## src/design/dsq_pkg.sv

```systemverilog
// ============================================================================
// dsq_pkg
// Shared constants, step table and pipeline word types of the deadzone
// spectral quantizer.
// ============================================================================
package dsq_pkg;

   // Field widths
   localparam int unsigned SAMPLE_W   = 32;
   localparam int unsigned BEXP_W     = 8;
   localparam int unsigned LEVEL_W    = 16;
   localparam int unsigned GAIN_W     = 8;
   localparam int unsigned SEXP_W     = 7;
   localparam int unsigned BIAS_W     = 8;
   localparam int unsigned CSR_DATA_W = 8;
   localparam int unsigned CSR_IDX_W  = 2;

   // Datapath widths
   localparam int unsigned MAG_W    = 31;  // magnitude, saturated to 2^31-1
   localparam int unsigned MANT_W   = 29;  // Q28 mantissa of the inverse step
   localparam int unsigned PROD_W   = MAG_W + MANT_W;
   localparam int unsigned RSHIFT_W = 9;   // signed, spans -83..140
   localparam int unsigned EXP_W    = 11;  // signed step exponent work width
   localparam int unsigned SCALED_W = 31;  // Q8 value, saturated to 2^31-1

   // Register indexes on the csr port
   localparam logic [CSR_IDX_W-1:0] CSR_STEP_GAIN      = 2'd0;
   localparam logic [CSR_IDX_W-1:0] CSR_BLOCK_EXPONENT = 2'd1;
   localparam logic [CSR_IDX_W-1:0] CSR_ROUND_BIAS     = 2'd2;

   // Reset values
   localparam logic [GAIN_W-1:0] GAIN_RESET = 8'd0;
   localparam logic [SEXP_W-1:0] SEXP_RESET = 7'd0;
   localparam logic [BIAS_W-1:0] BIAS_RESET = 8'd128;

   // Quantizer constants
   localparam logic signed [EXP_W-1:0] STEP_EXP_OFFSET = 11'sd59;
   localparam logic signed [EXP_W-1:0] TOTAL_Q         = 11'sd51;
   localparam logic [SCALED_W-1:0]     DZ_THRESH_Q8    = 31'd167;
   localparam logic [SCALED_W-1:0]     Q8_MAX          = {SCALED_W{1'b1}};
   localparam logic [LEVEL_W-2:0]      LEVEL_MAX       = {(LEVEL_W-1){1'b1}};

   // 2^(f/8) in Q30, returned as a Q28 mantissa
   function automatic logic [MANT_W-1:0] step_mantissa(input logic [2:0] frac);
      logic [31:0] q30;
      begin
         unique case (frac)
            3'd0: q30 = 32'd1073741824;
            3'd1: q30 = 32'd1170923762;
            3'd2: q30 = 32'd1276901417;
            3'd3: q30 = 32'd1392470869;
            3'd4: q30 = 32'd1518500250;
            3'd5: q30 = 32'd1655936265;
            3'd6: q30 = 32'd1805811301;
            default: q30 = 32'd1969251188;
         endcase
         step_mantissa = q30[MANT_W+1:2];
      end
   endfunction

   // Word entering the pipe
   typedef struct packed {
      logic                       valid;
      logic signed [SAMPLE_W-1:0] sample;
      logic signed [BEXP_W-1:0]   bexp;
   } in_type;

   // After sign split and step formation
   typedef struct packed {
      logic                       valid;
      logic                       neg;
      logic [MAG_W-1:0]           mag;
      logic [MANT_W-1:0]          mant;
      logic signed [RSHIFT_W-1:0] rshift;
   } prep_type;

   // After the multiply
   typedef struct packed {
      logic                       valid;
      logic                       neg;
      logic [PROD_W-1:0]          prod;
      logic signed [RSHIFT_W-1:0] rshift;
   } prod_type;

   // After the binary shift
   typedef struct packed {
      logic                valid;
      logic                neg;
      logic [SCALED_W-1:0] scaled;
   } scaled_type;

endpackage

```

## src/design/dsq_skid.sv

```systemverilog
// ============================================================================
// dsq_skid
// Input skid stage: parks one word while the pipe holds, so that req_stall
// comes straight from a register.
// ============================================================================
module dsq_skid
   import dsq_pkg::*;
(
   input  logic                       clock,
   input  logic                       reset,
   input  logic                       req_valid,
   input  logic signed [SAMPLE_W-1:0] req_spectrum_sample,
   input  logic signed [BEXP_W-1:0]   req_bin_exponent,
   output logic                       req_stall,
   input  logic                       advance,
   output in_type                     src
);

   logic                       skid_valid_ff, skid_valid_in;
   logic signed [SAMPLE_W-1:0] skid_sample_ff;
   logic signed [BEXP_W-1:0]   skid_bexp_ff;
   logic                       accept;

   assign accept    = req_valid && !skid_valid_ff;
   assign req_stall = skid_valid_ff;

   // Parked word has priority over the port
   always_comb begin
      src.valid  = skid_valid_ff || accept;
      src.sample = skid_valid_ff ? skid_sample_ff : req_spectrum_sample;
      src.bexp   = skid_valid_ff ? skid_bexp_ff : req_bin_exponent;
   end

   assign skid_valid_in = advance ? 1'b0 : (skid_valid_ff || accept);

   always_ff @(posedge clock) begin
      if (reset) begin
         skid_valid_ff <= 1'b0;
      end else begin
         skid_valid_ff <= skid_valid_in;
      end
   end

   // Park an accepted word while the pipe holds
   always_ff @(posedge clock) begin
      if (accept && !advance) begin
         skid_sample_ff <= req_spectrum_sample;
         skid_bexp_ff   <= req_bin_exponent;
      end
   end

endmodule

```

## src/design/dsq_prep.sv

```systemverilog
// ============================================================================
// dsq_prep
// Stage 1: sample magnitude and sign, step exponent, table mantissa and
// the net binary shift.
// ============================================================================
module dsq_prep
   import dsq_pkg::*;
(
   input  logic                     clock,
   input  logic                     reset,
   input  logic                     advance,
   input  in_type                   src,
   input  logic [GAIN_W-1:0]        step_gain,
   input  logic signed [SEXP_W-1:0] block_exponent,
   output prep_type                 s1
);

   prep_type                 s1_ff, s1_in;
   logic signed [SAMPLE_W-1:0] neg_sample;
   logic signed [EXP_W-1:0]  e_val;
   logic signed [EXP_W-1:0]  oct;
   logic signed [EXP_W-1:0]  rs_full;

   always_comb begin
      // Magnitude; the most negative sample saturates
      neg_sample = -src.sample;
      s1_in.valid = src.valid;
      s1_in.neg   = src.sample[SAMPLE_W-1];
      if (src.sample == {1'b1, {(SAMPLE_W-1){1'b0}}}) begin
         s1_in.mag = {MAG_W{1'b1}};
      end else if (src.sample[SAMPLE_W-1]) begin
         s1_in.mag = neg_sample[MAG_W-1:0];
      end else begin
         s1_in.mag = src.sample[MAG_W-1:0];
      end

      // Step exponent E = gain + 59 - 2*bexp, split in octave and eighth
      e_val = $signed({{(EXP_W-GAIN_W){1'b0}}, step_gain}) + STEP_EXP_OFFSET
            - ($signed({{(EXP_W-BEXP_W){src.bexp[BEXP_W-1]}}, src.bexp}) <<< 1);
      oct   = e_val >>> 3;
      s1_in.mant = step_mantissa(e_val[2:0]);

      rs_full = TOTAL_Q
              - $signed({{(EXP_W-SEXP_W){block_exponent[SEXP_W-1]}}, block_exponent})
              - oct;
      s1_in.rshift = rs_full[RSHIFT_W-1:0];
   end

   always_ff @(posedge clock) begin
      if (reset) begin
         s1_ff.valid <= 1'b0;
      end else if (advance) begin
         s1_ff.valid <= s1_in.valid;
      end
   end

   always_ff @(posedge clock) begin
      if (advance) begin
         s1_ff.neg    <= s1_in.neg;
         s1_ff.mag    <= s1_in.mag;
         s1_ff.mant   <= s1_in.mant;
         s1_ff.rshift <= s1_in.rshift;
      end
   end

   assign s1 = s1_ff;

endmodule

```

## src/design/dsq_scale.sv

```systemverilog
// ============================================================================
// dsq_scale
// Stages 2 and 3: magnitude times mantissa, then the binary shift to Q8
// with saturation on overflow and zero for very coarse steps.
// ============================================================================
module dsq_scale
   import dsq_pkg::*;
(
   input  logic       clock,
   input  logic       reset,
   input  logic       advance,
   input  prep_type   s1,
   output scaled_type s3
);

   localparam int unsigned LSH_W = PROD_W + 32;

   prod_type             s2_ff;
   scaled_type           s3_ff, s3_in;
   logic [PROD_W-1:0]    rsh;
   logic [LSH_W-1:0]     lsh;
   logic signed [RSHIFT_W:0] ls;

   // Stage 2: multiply
   always_ff @(posedge clock) begin
      if (reset) begin
         s2_ff.valid <= 1'b0;
      end else if (advance) begin
         s2_ff.valid <= s1.valid;
      end
   end

   always_ff @(posedge clock) begin
      if (advance) begin
         s2_ff.neg    <= s1.neg;
         s2_ff.prod   <= PROD_W'(s1.mag) * PROD_W'(s1.mant);
         s2_ff.rshift <= s1.rshift;
      end
   end

   // Stage 3: shift into Q8
   always_comb begin
      ls  = -$signed({s2_ff.rshift[RSHIFT_W-1], s2_ff.rshift});
      rsh = s2_ff.prod >> s2_ff.rshift[5:0];
      lsh = {32'd0, s2_ff.prod} << ls[4:0];
      s3_in.valid = s2_ff.valid;
      s3_in.neg   = s2_ff.neg;
      if (s2_ff.rshift >= $signed(RSHIFT_W'(64))) begin
         s3_in.scaled = '0;
      end else if (s2_ff.rshift > $signed(RSHIFT_W'(0))) begin
         s3_in.scaled = (|rsh[PROD_W-1:SCALED_W]) ? Q8_MAX : rsh[SCALED_W-1:0];
      end else if (s2_ff.prod == '0) begin
         s3_in.scaled = '0;
      end else if (ls >= $signed((RSHIFT_W+1)'(32))) begin
         s3_in.scaled = Q8_MAX;
      end else begin
         s3_in.scaled = (|lsh[LSH_W-1:SCALED_W]) ? Q8_MAX : lsh[SCALED_W-1:0];
      end
   end

   always_ff @(posedge clock) begin
      if (reset) begin
         s3_ff.valid <= 1'b0;
      end else if (advance) begin
         s3_ff.valid <= s3_in.valid;
      end
   end

   always_ff @(posedge clock) begin
      if (advance) begin
         s3_ff.neg    <= s3_in.neg;
         s3_ff.scaled <= s3_in.scaled;
      end
   end

   assign s3 = s3_ff;

endmodule

```

## src/design/dsq_level.sv

```systemverilog
// ============================================================================
// dsq_level
// Stage 4: deadzone, rounding bias, level saturation and sign, into the
// output register.
// ============================================================================
module dsq_level
   import dsq_pkg::*;
(
   input  logic                       clock,
   input  logic                       reset,
   input  logic                       advance,
   input  scaled_type                 s3,
   input  logic [BIAS_W-1:0]          round_bias,
   output logic                       rsp_valid,
   output logic signed [LEVEL_W-1:0]  rsp_quant_level
);

   logic                      rsp_valid_ff;
   logic signed [LEVEL_W-1:0] level_ff, level_in;
   logic [SCALED_W:0]         biased;
   logic [SCALED_W-8:0]       q_wide;
   logic [LEVEL_W-2:0]        q_sat;
   logic [LEVEL_W-1:0]        q_ext;

   always_comb begin
      biased = {1'b0, s3.scaled} + (SCALED_W+1)'(round_bias);
      q_wide = biased[SCALED_W:8];
      q_sat  = (q_wide > (SCALED_W-7)'(LEVEL_MAX)) ? LEVEL_MAX : q_wide[LEVEL_W-2:0];
      q_ext  = (s3.scaled < DZ_THRESH_Q8) ? '0 : {1'b0, q_sat};
      level_in = s3.neg ? $signed(-q_ext) : $signed(q_ext);
   end

   always_ff @(posedge clock) begin
      if (reset) begin
         rsp_valid_ff <= 1'b0;
      end else if (advance) begin
         rsp_valid_ff <= s3.valid;
      end
   end

   always_ff @(posedge clock) begin
      if (advance) begin
         level_ff <= level_in;
      end
   end

   assign rsp_valid       = rsp_valid_ff;
   assign rsp_quant_level = level_ff;

endmodule

```

## src/design/deadzone_spectral_quantizer.sv

```systemverilog
// ============================================================================
// deadzone_spectral_quantizer
// Deadzone uniform quantizer for Q31 spectral bins with an eighth-octave
// power-of-two step.
// ============================================================================
// Usage:
//   req_ channel: one word per bin, spectrum_sample (Q31) and bin_exponent.
//   rsp_ channel: one quant_level per accepted word, in arrival order.
//   Both channels use valid/stall; a word moves when valid is high and
//   stall is low.
//   csr_ port: write step_gain (0), block_exponent (1), round_bias (2) while
//   the block is idle; index 3 is ignored.
//   Path: an accepted word passes the stage 1, 2 and 3 registers and
//   the output register. Throughput: one word per cycle while rsp_ is not
//   stalled. Four stages: step formation, multiply, shift, deadzone/round.
//   Stall: a stalled rsp_ word holds; the whole pipe freezes and one more
//   req_ word is parked in the input skid register, after which req_stall
//   rises. req_stall is a register output.
//   Reset: clears all valid bits and sets the registers to step_gain 0,
//   block_exponent 0, round_bias 128.
// ============================================================================
module deadzone_spectral_quantizer
   import dsq_pkg::*;
(
   input  logic                       clock,
   input  logic                       reset,
   input  logic                       req_valid,
   output logic                       req_stall,
   input  logic signed [SAMPLE_W-1:0] req_spectrum_sample,
   input  logic signed [BEXP_W-1:0]   req_bin_exponent,
   output logic                       rsp_valid,
   input  logic                       rsp_stall,
   output logic signed [LEVEL_W-1:0]  rsp_quant_level,
   input  logic                       csr_write_enable,
   input  logic [CSR_IDX_W-1:0]       csr_index,
   input  logic [CSR_DATA_W-1:0]      csr_write_data
);

   logic [GAIN_W-1:0]        step_gain_ff;
   logic signed [SEXP_W-1:0] block_exponent_ff;
   logic [BIAS_W-1:0]        round_bias_ff;
   logic                     advance;
   in_type                   src;
   prep_type                 s1;
   scaled_type               s3;

   // Pipe moves unless the output word is held
   assign advance = !rsp_valid || !rsp_stall;

   // Configuration registers
   always_ff @(posedge clock) begin
      if (reset) begin
         step_gain_ff      <= GAIN_RESET;
         block_exponent_ff <= SEXP_RESET;
         round_bias_ff     <= BIAS_RESET;
      end else if (csr_write_enable) begin
         unique case (csr_index)
            CSR_STEP_GAIN:      step_gain_ff      <= csr_write_data[GAIN_W-1:0];
            CSR_BLOCK_EXPONENT: block_exponent_ff <= csr_write_data[SEXP_W-1:0];
            CSR_ROUND_BIAS:     round_bias_ff     <= csr_write_data[BIAS_W-1:0];
            default: ;
         endcase
      end
   end

   dsq_skid u_skid (
      .clock               (clock),
      .reset               (reset),
      .req_valid           (req_valid),
      .req_spectrum_sample (req_spectrum_sample),
      .req_bin_exponent    (req_bin_exponent),
      .req_stall           (req_stall),
      .advance             (advance),
      .src                 (src)
   );

   dsq_prep u_prep (
      .clock          (clock),
      .reset          (reset),
      .advance        (advance),
      .src            (src),
      .step_gain      (step_gain_ff),
      .block_exponent (block_exponent_ff),
      .s1             (s1)
   );

   dsq_scale u_scale (
      .clock   (clock),
      .reset   (reset),
      .advance (advance),
      .s1      (s1),
      .s3      (s3)
   );

   dsq_level u_level (
      .clock           (clock),
      .reset           (reset),
      .advance         (advance),
      .s3              (s3),
      .round_bias      (round_bias_ff),
      .rsp_valid       (rsp_valid),
      .rsp_quant_level (rsp_quant_level)
   );

endmodule

```

## config.mk

```make
export PLATFORM = sky130hd
export DESIGN_NAME = deadzone_spectral_quantizer
export DESIGN_NICKNAME = d
export VERILOG_FILES = /design/src/design/dsq_pkg.sv /design/src/design/dsq_skid.sv /design/src/design/dsq_prep.sv /design/src/design/dsq_scale.sv /design/src/design/dsq_level.sv /design/src/design/deadzone_spectral_quantizer.sv
export SDC_FILE = /design/constraint.sdc
export NUM_CORES = 2
export LEC_CHECK = 0
export BUFFER_PORTS_ARGS = -buffer_cell sky130_fd_sc_hd__buf_2
export CORE_AREA = 2 2 359 219
export DETAILED_ROUTE_END_ITERATION = 10
export DIE_AREA = 0 0 361 221
export GPL_TIMING_DRIVEN = 0
export PLACE_DENSITY = 0.81
export RECOVER_POWER = 25
export SLEW_MARGIN = 10
export SYNTH_ARGS = -nofsm -noshare
export SYNTH_HDL_FRONTEND = slang
export SYNTH_HIERARCHICAL = 1
export SYNTH_SLANG_ARGS = --single-unit
```

## constraint.sdc

```tcl
create_clock -name clock -period 22.4 [get_ports clock]
set_input_delay 1.12 -clock clock [delete_from_list [all_inputs] [get_ports clock]]
set_output_delay 1.12 -clock clock [all_outputs]
set_load 0.005 [all_outputs]
```

**Word-level counts from Yosys, hierarchy flattened**

Cells that the tools add are included.

- Latch bits: 0
- Input bits: 55
- Memories kept: 0
- Output and inout bits: 18
- Memory bits (writable): 0
- Memory bits (read-only): 0
- Bits in registers: 256
- Word-level logic and storage cells: 74

- $mul: 1
- Reductions and logical operators: 17
- Order comparisons: 5
- Bitwise logic cells: 0
- Equal/unequal tests: 9
- Shift-type cells: 2
- Muxes and demuxes: 12
- Div/mod/pow operators: 0
- $add $sub $neg: 8

Operators with widths:

| operator | number |
|---|---|
| 30-bit case mux with 7 select lines | 1 |
| 31-bit 2-to-1 mux | 6 |
| 60-bit by 5-bit << shifter with 92-bit output | 1 |
| 61-bit OR reduction | 1 |
| 60-bit logical NOT | 1 |
| 31-bit by 29-bit multiplier with 60-bit output | 1 |
| 60-bit by 6-bit right shift with 60-bit output | 1 |
| 31-bit by 8-bit adder with 32-bit output | 1 |
| 32-bit == test (second input constant) | 1 |
| 32-bit 2-to-1 mux | 1 |
| 31-bit by 8-bit < comparator with 1-bit output (second input constant) | 1 |
| 31-bit negator | 1 |
| 15-bit 2-to-1 mux | 2 |
| 29-bit OR reduction | 1 |
| 24-bit by 15-bit greater-than comparator with 1-bit output (second input constant) | 1 |
| 16-bit 2-to-1 mux | 1 |
| 16-bit negator | 1 |
| 10-bit by 9-bit subtractor with 11-bit output | 1 |
| 10-bit by 7-bit >= comparator with 1-bit output (second input constant) | 1 |
| 9-bit negator with 10-bit output | 1 |
| 8-bit by 6-bit adder with 9-bit output (second input constant) | 1 |
| 3-bit == test (second input constant) | 3 |
| 9-bit by 8-bit >= comparator with 1-bit output (second input constant) | 1 |
| 9-bit by 1-bit greater-than comparator with 1-bit output (second input constant) | 1 |
| 14 further kinds | 22 |

**Longest topological paths before layout**

- Word-level depth: 7
- Depth in mapped cells: 30
- Mapped depth without buffers: 27

**Hierarchy**

The synthesis kept the hierarchy.

Modules (own cells, without submodules):

| module | times used | area an instance (um2) | seq. area each (um2) | cells each |
|---|---|---|---|---|
| dsq_scale | 1 | 40297.4 | 3103.0 | 4393 |
| dsq_prep | 1 | 4062.6 | 2001.9 | 382 |
| dsq_level | 1 | 1945.6 | 500.5 | 222 |
| dsq_skid | 1 | 1930.6 | 1221.2 | 89 |
| deadzone_spectral_quantizer | 1 | 960.9 | 460.4 | 90 |

**Worst setup path after synthesis**

OpenSTA, ideal clock, no wires.

- Kind: input -> register
- Start: in rsp_stall
- End: reg u_skid.skid_bexp_ff[0] (enable)
- Arrival time: 8.208 ns
- Path slack: 13.178 ns
- Setup time: 1.013 ns
- Stages: 2
- Data required time: 21.387 ns
- Buffers on the path: 0
- Path through: nand2_1 -> nor3b_1

- Word-level cells in the longest chain between the ends: 4

RTL lines:

| what | RTL line | text |
|---|---|---|
| start: declaration | deadzone_spectral_quantizer.sv:32 | `input logic rsp_stall,` |
| 1-bit logical NOT | deadzone_spectral_quantizer.sv:48 | `assign advance = !rsp_valid \|\| !rsp_stall;` |
| 1-bit logical OR | deadzone_spectral_quantizer.sv:48 |  |
| 1-bit logical NOT | dsq_skid.sv:46 | `if (accept && !advance) begin` |
| 1-bit logical AND | dsq_skid.sv:46 |  |
| end signal: assignment | dsq_skid.sv:48 | `skid_bexp_ff <= req_bin_exponent;` |
| end: declaration | dsq_skid.sv:21 | `logic signed [BEXP_W-1:0] skid_bexp_ff;` |

Every way passes these cells.
A chain may end at the register's enable or synchronous reset.

**Final worst setup path**

- Start: reg u_prep.s1_ff (netlist bit u_prep/s1[50])
- End: reg u_scale/s2_ff[68] (netlist name), data pin

- Word-level cells in the longest chain between the ends: 1

RTL lines:

| what | RTL line | text |
|---|---|---|
| start: declaration | dsq_prep.sv:18 | `prep_type s1_ff, s1_in;` |
| 31-bit by 29-bit multiplier with 60-bit output | dsq_scale.sv:36 | `s2_ff.prod <= PROD_W'(s1.mag) * PROD_W'(s1.mant);` |
| end: declaration | dsq_scale.sv:18 | `prod_type s2_ff;` |

Every way passes these cells.

==> flow_summary.toml <==
[clocking]
cts_sinks = 252
holdBufCountCts = 0
cts.repair.resized = 0
max-clock-path-buffers = 3
clockRootBuffer = "sky130_fd_sc_hd__clkbuf_16"
path_clk_slew_ns = 0.07
clock_latency_ns = 0.62
cts_inserted_buffers = 27
tritoncts = "yes"
postCtsSetupRepairBufs = 0
cts-htree-levels = 1

[yosys]
post_synthesis_register_bit_count = 252
synthesis_warning_total = 6
seq_area_frac_synth = 0.148
predominant_post_synthesis_flop_cell = "sky130_fd_sc_hd__edfxtp_1"
synthesis.area_per_instance_um2 = 9.50
ys_types = 102
syn_nets = 6296
synthCells = 5176
post_synth_instance_area_mm2 = 0.0492
async_flop_share = 0
synth-edff-count = 224

[min_path]
hp-class = "reg -> reg"
hold_start = "u_prep/s1[3]"
hold_end = "u_scale/s2_ff[3]"
hold_path_depth = 0

[worst_setup_path]
cp_max_fo = 11
path_delay_family = "adder cells"
cp.required_ns = 22.75
rr_endpoint = "u_scale/s2_ff[68]"
crit_slowest_cell = "sky130_fd_sc_hd__clkbuf_1"
start_to_end_type_of_the_worst_setup_path = "reg -> reg"
critPathMostFrequentCell = "sky130_fd_sc_hd__fa_1"
critical_path.endpoint_type = "flop"
worst_path_largest_cell_delay_ns = 1.04
cp.buffers_inverters = 7
r2r_setup_slk_ns = 11.26
timing.rr.start = "u_prep/s1[50]"
worstSetupStartpointType = "flop"
reg2reg_depth = 25
critical_path_arrival_ns = 11.49

[timing]
timing.final.crit_period_ns = 11.14
fmax_mhz = 89.8
final.period_utilization = 0.497
final_max_slew_viol_count = 135
finalSetupTns_ns = 0
worst_slew_margin_rel = -1.07
hold_viol_final = 0
worst_pin_slew_ns = 3.11
grt_setup_unrepaired = "no"
setup-violations-final = 0
maximum_clock_skew_at_final_layout_ns = 0.0384

[global_route]
globalRouteTotalUtil = 0.495
grt_antenna_before_repair = 39
wire_length_of_the_first_global_routing_pass_mm = 282
grt_pass1_vias = 41100
overflow = 0
grt_max_degree = 68

[routing]
avgRoutedWirePerCell_um = 31.0
number_of_detailed_route_iterations_in_the_first_pass = 11
num_vias = 43200
antenna_left = 0
detailedRoute.firstIterationViolations = 7201
via_per_inst = 6.78
post-route-drc-count = 0
finalWirelength_mm = 198

[layout]
area_growth_pct = 5.50
drive_gt1_frac = 0.0683
design.final.nets = 6403

[floorplanning]
die_area_mm2 = 0.0798
rows = 79
count_of_boundary_i_o_pins = 73
coreArea_mm2 = 0.0766
effective_utilization_at_floorplan = 0.642
die_y_um = 221
die_width_um = 361

[placement]
detailedPlacementHpwl_mm = 160
number_of_buffer_cells_added_on_primary_ports = 72
gp_congestion = 1.19

[status]
violations_in_the_final_reports = "capacitance limit, slew limit"
run_status = "finished, violations left"

[job]
number_of_max_cap_violations = 7
kinds of logic (layout without fill, tap and decap cells):
kind of cell,count (synthesis),after routing,synth area share
flip-flops,252,252,0.148
AND/OR/NAND/NOR,1601,1601,0.166
multiplexers,313,313,0.0951
other,1,63,0.0000762
adder cells (fa/ha/maj),1065,1065,0.390
AO/OA/AOI/OAI,596,596,0.0813
XOR/XNOR,116,116,0.0207
buffers and inverters,1232,1359,0.0988
synthesized netlist by cell type, types with 12 or more instances:
| master | count | area [um^2] |
|---|---|---|
| sky130_fd_sc_hd__a211oi_1 | 25 | 188 |
| sky130_fd_sc_hd__nor4_1 | 28 | 175 |
| sky130_fd_sc_hd__and2_1 | 524 | 3280 |
| sky130_fd_sc_hd__xor2_1 | 46 | 403 |
| sky130_fd_sc_hd__mux2_2 | 41 | 462 |
| sky130_fd_sc_hd__edfxtp_1 | 224 | 6730 |
| sky130_fd_sc_hd__xnor2_1 | 70 | 613 |
| sky130_fd_sc_hd__or3_1 | 16 | 100 |
| sky130_fd_sc_hd__nor3_1 | 54 | 270 |
| sky130_fd_sc_hd__o21ai_0 | 107 | 536 |
| sky130_fd_sc_hd__a211o_1 | 16 | 140 |
| sky130_fd_sc_hd__clkbuf_1 | 276 | 1040 |
| sky130_fd_sc_hd__and3_1 | 21 | 131 |
| sky130_fd_sc_hd__nand4_1 | 27 | 169 |
| sky130_fd_sc_hd__nand2b_1 | 50 | 313 |
| sky130_fd_sc_hd__a21oi_1 | 163 | 816 |
| sky130_fd_sc_hd__mux2i_1 | 120 | 1200 |
| sky130_fd_sc_hd__dfxtp_1 | 28 | 561 |
| sky130_fd_sc_hd__buf_2 | 20 | 100 |
| sky130_fd_sc_hd__nor2b_1 | 20 | 125 |
| sky130_fd_sc_hd__a31oi_1 | 18 | 113 |
| sky130_fd_sc_hd__nand2_1 | 583 | 2190 |
| sky130_fd_sc_hd__o211ai_1 | 25 | 188 |
| sky130_fd_sc_hd__o41ai_1 | 12 | 105 |
| sky130_fd_sc_hd__nand3_1 | 39 | 195 |
| sky130_fd_sc_hd__o31ai_1 | 23 | 173 |
| sky130_fd_sc_hd__fa_1 | 780 | 15600 |
| sky130_fd_sc_hd__buf_6 | 12 | 135 |
| sky130_fd_sc_hd__ha_1 | 285 | 3570 |
| sky130_fd_sc_hd__mux2_4 | 42 | 631 |
| sky130_fd_sc_hd__a21o_1 | 60 | 450 |
| sky130_fd_sc_hd__nor2_1 | 177 | 664 |
| sky130_fd_sc_hd__buf_1 | 17 | 63.8 |
| sky130_fd_sc_hd__a221oi_1 | 15 | 131 |
| sky130_fd_sc_hd__inv_1 | 884 | 3320 |
| sky130_fd_sc_hd__mux4_2 | 102 | 2300 |
worst reg2reg max path, cell delays in order (launching register included):
cell and delay [ns]:
sky130_fd_sc_hd__edfxtp_1 0.45, sky130_fd_sc_hd__clkbuf_1 1.05, sky130_fd_sc_hd__clkbuf_1 0.97, sky130_fd_sc_hd__nand2_1 0.20, sky130_fd_sc_hd__fa_1 0.57, sky130_fd_sc_hd__fa_1 0.54
sky130_fd_sc_hd__inv_1 0.14, sky130_fd_sc_hd__fa_1 0.41, sky130_fd_sc_hd__inv_1 0.10, sky130_fd_sc_hd__fa_1 0.85, sky130_fd_sc_hd__inv_1 0.14, sky130_fd_sc_hd__fa_1 0.76
sky130_fd_sc_hd__fa_1 0.51, sky130_fd_sc_hd__fa_1 0.49, sky130_fd_sc_hd__inv_1 0.11, sky130_fd_sc_hd__fa_1 0.50, sky130_fd_sc_hd__inv_1 0.04, sky130_fd_sc_hd__ha_1 0.37
sky130_fd_sc_hd__and2_1 0.26, sky130_fd_sc_hd__nand2_1 0.11, sky130_fd_sc_hd__nor4_1 0.29, sky130_fd_sc_hd__a211oi_1 0.17, sky130_fd_sc_hd__o21ai_0 0.95, sky130_fd_sc_hd__a21oi_1 0.17
sky130_fd_sc_hd__a211o_1 0.35, sky130_fd_sc_hd__o311ai_0 0.41
cells in the final DEF (no fill, tap or decap), types with 12 or more instances in the layout:
| master | synthesis | final |
|---|---|---|
| sky130_fd_sc_hd__fa_1 | 780 | 780 |
| sky130_fd_sc_hd__inv_1 | 884 | 884 |
| sky130_fd_sc_hd__buf_2 | 20 | 56 |
| sky130_fd_sc_hd__xor2_1 | 46 | 46 |
| sky130_fd_sc_hd__and3_1 | 21 | 21 |
| sky130_fd_sc_hd__o31ai_1 | 23 | 23 |
| sky130_fd_sc_hd__a211oi_1 | 25 | 25 |
| sky130_fd_sc_hd__buf_4 | 11 | 12 |
| sky130_fd_sc_hd__a221oi_1 | 15 | 15 |
| sky130_fd_sc_hd__nand3_1 | 39 | 39 |
| sky130_fd_sc_hd__xnor2_1 | 70 | 70 |
| sky130_fd_sc_hd__nand2b_1 | 50 | 50 |
| sky130_fd_sc_hd__buf_6 | 12 | 13 |
| sky130_fd_sc_hd__clkbuf_1 | 276 | 317 |
| sky130_fd_sc_hd__nor3_1 | 54 | 53 |
| sky130_fd_sc_hd__nand4_1 | 27 | 27 |
| sky130_fd_sc_hd__edfxtp_1 | 224 | 224 |
| sky130_fd_sc_hd__a21oi_1 | 163 | 163 |
| sky130_fd_sc_hd__mux2i_1 | 120 | 120 |
| sky130_fd_sc_hd__clkbuf_16 | 0 | 27 |
| sky130_fd_sc_hd__a211o_1 | 16 | 16 |
| sky130_fd_sc_hd__o21ai_0 | 107 | 107 |
| sky130_fd_sc_hd__buf_1 | 17 | 17 |
| sky130_fd_sc_hd__mux2_4 | 42 | 42 |
| sky130_fd_sc_hd__o41ai_1 | 12 | 12 |
| sky130_fd_sc_hd__nor4_1 | 28 | 28 |
| sky130_fd_sc_hd__o211ai_1 | 25 | 25 |
| sky130_fd_sc_hd__and2_1 | 524 | 524 |
| sky130_fd_sc_hd__dfxtp_1 | 28 | 28 |
| sky130_fd_sc_hd__a21o_1 | 60 | 60 |
| sky130_fd_sc_hd__diode_2 | 0 | 62 |
| sky130_fd_sc_hd__or3_1 | 16 | 16 |
| sky130_fd_sc_hd__nor2_1 | 177 | 177 |
| sky130_fd_sc_hd__mux2_2 | 41 | 41 |
| sky130_fd_sc_hd__ha_1 | 285 | 285 |
| sky130_fd_sc_hd__nand2_1 | 583 | 583 |
| sky130_fd_sc_hd__mux4_2 | 102 | 102 |
| sky130_fd_sc_hd__a31oi_1 | 18 | 18 |
| sky130_fd_sc_hd__nor2b_1 | 20 | 20 |
per-stage QoR:
stage | instances | hold slack [ns] | setup WS (ns) | utilization | instance area [um^2]
final | 6377 | 0.418 | 11.26 | 0.678 | 51900
after global placement | 6260 | 0.401 | 8.49 | 0.663 | 50800
after CTS | 6315 | 0.420 | 12.05 | 0.677 | 51800
after detailed placement | 6266 | 0.405 | 12.10 | 0.665 | 51000
after global routing | 6325 | 0.428 | 11.35 | 0.676 | 51800
after floorplan | 5176 | 0.400 | 13.18 | - | 49200
how the worst max path moves through the flow:
stage | start | endpoint | slack (ns) | cells after the start
floorplan | rsp_stall | u_skid/skid_bexp_ff[0] | 13.18 | 2
global placement | rsp_stall | u_skid/skid_sample_ff[22] | 8.49 | 3
detailed placement | u_prep/s1[50] | u_scale/s2_ff[68] | 12.10 | 25
CTS | u_prep/s1[50] | u_scale/s2_ff[68] | 12.05 | 25
global route | u_prep/s1[50] | u_scale/s2_ff[68] | 11.35 | 25
finish | u_prep/s1[50] | u_scale/s2_ff[68] | 11.26 | 25
flip-flops by register name, summed over array words and instances, names as in the netlist:
register	cells
u_skid/skid_bexp_ff	8
u_level/rsp_quant_level	16
u_scale/s2_ff	71
u_scale/s3	33
u_level/rsp_valid	1
u_prep/s1	67
round_bias_ff	8
block_exponent_ff	7
step_gain_ff	8
u_skid/req_stall	1
u_skid/skid_sample_ff	32
layer usage:
| layer | share of wire | vias up | track usage | wire, um |
|---|---|---|---|---|
| met1 | 0.39 | 21200 | 0.696 | 76900 |
| met5 | 0.0034 | - | 0.0541 | 662 |
| met2 | 0.34 | 4290 | 0.564 | 66600 |
| li1 | - | 17000 | - | - |
| met4 | 0.043 | 26 | 0.155 | 8520 |
| met3 | 0.23 | 698 | 0.372 | 44900 |
cell type report:
cell class | count | area [um^2]
diodes | 62 | 155
inverters | 889 | 3340
flip-flops and latches | 252 | 7290
fillers | 6152 | 24700
clock buffers | 34 | 722
clock inverters | 15 | 151
repair buffers | 78 | 404
well taps | 1012 | 1270
multi-input cells | 3692 | 37100
plain buffers | 343 | 1520
Power is left out: the tool's default activity adds up to more than one toggle a clock period on the data nets, which glitch-free logic cannot reach.
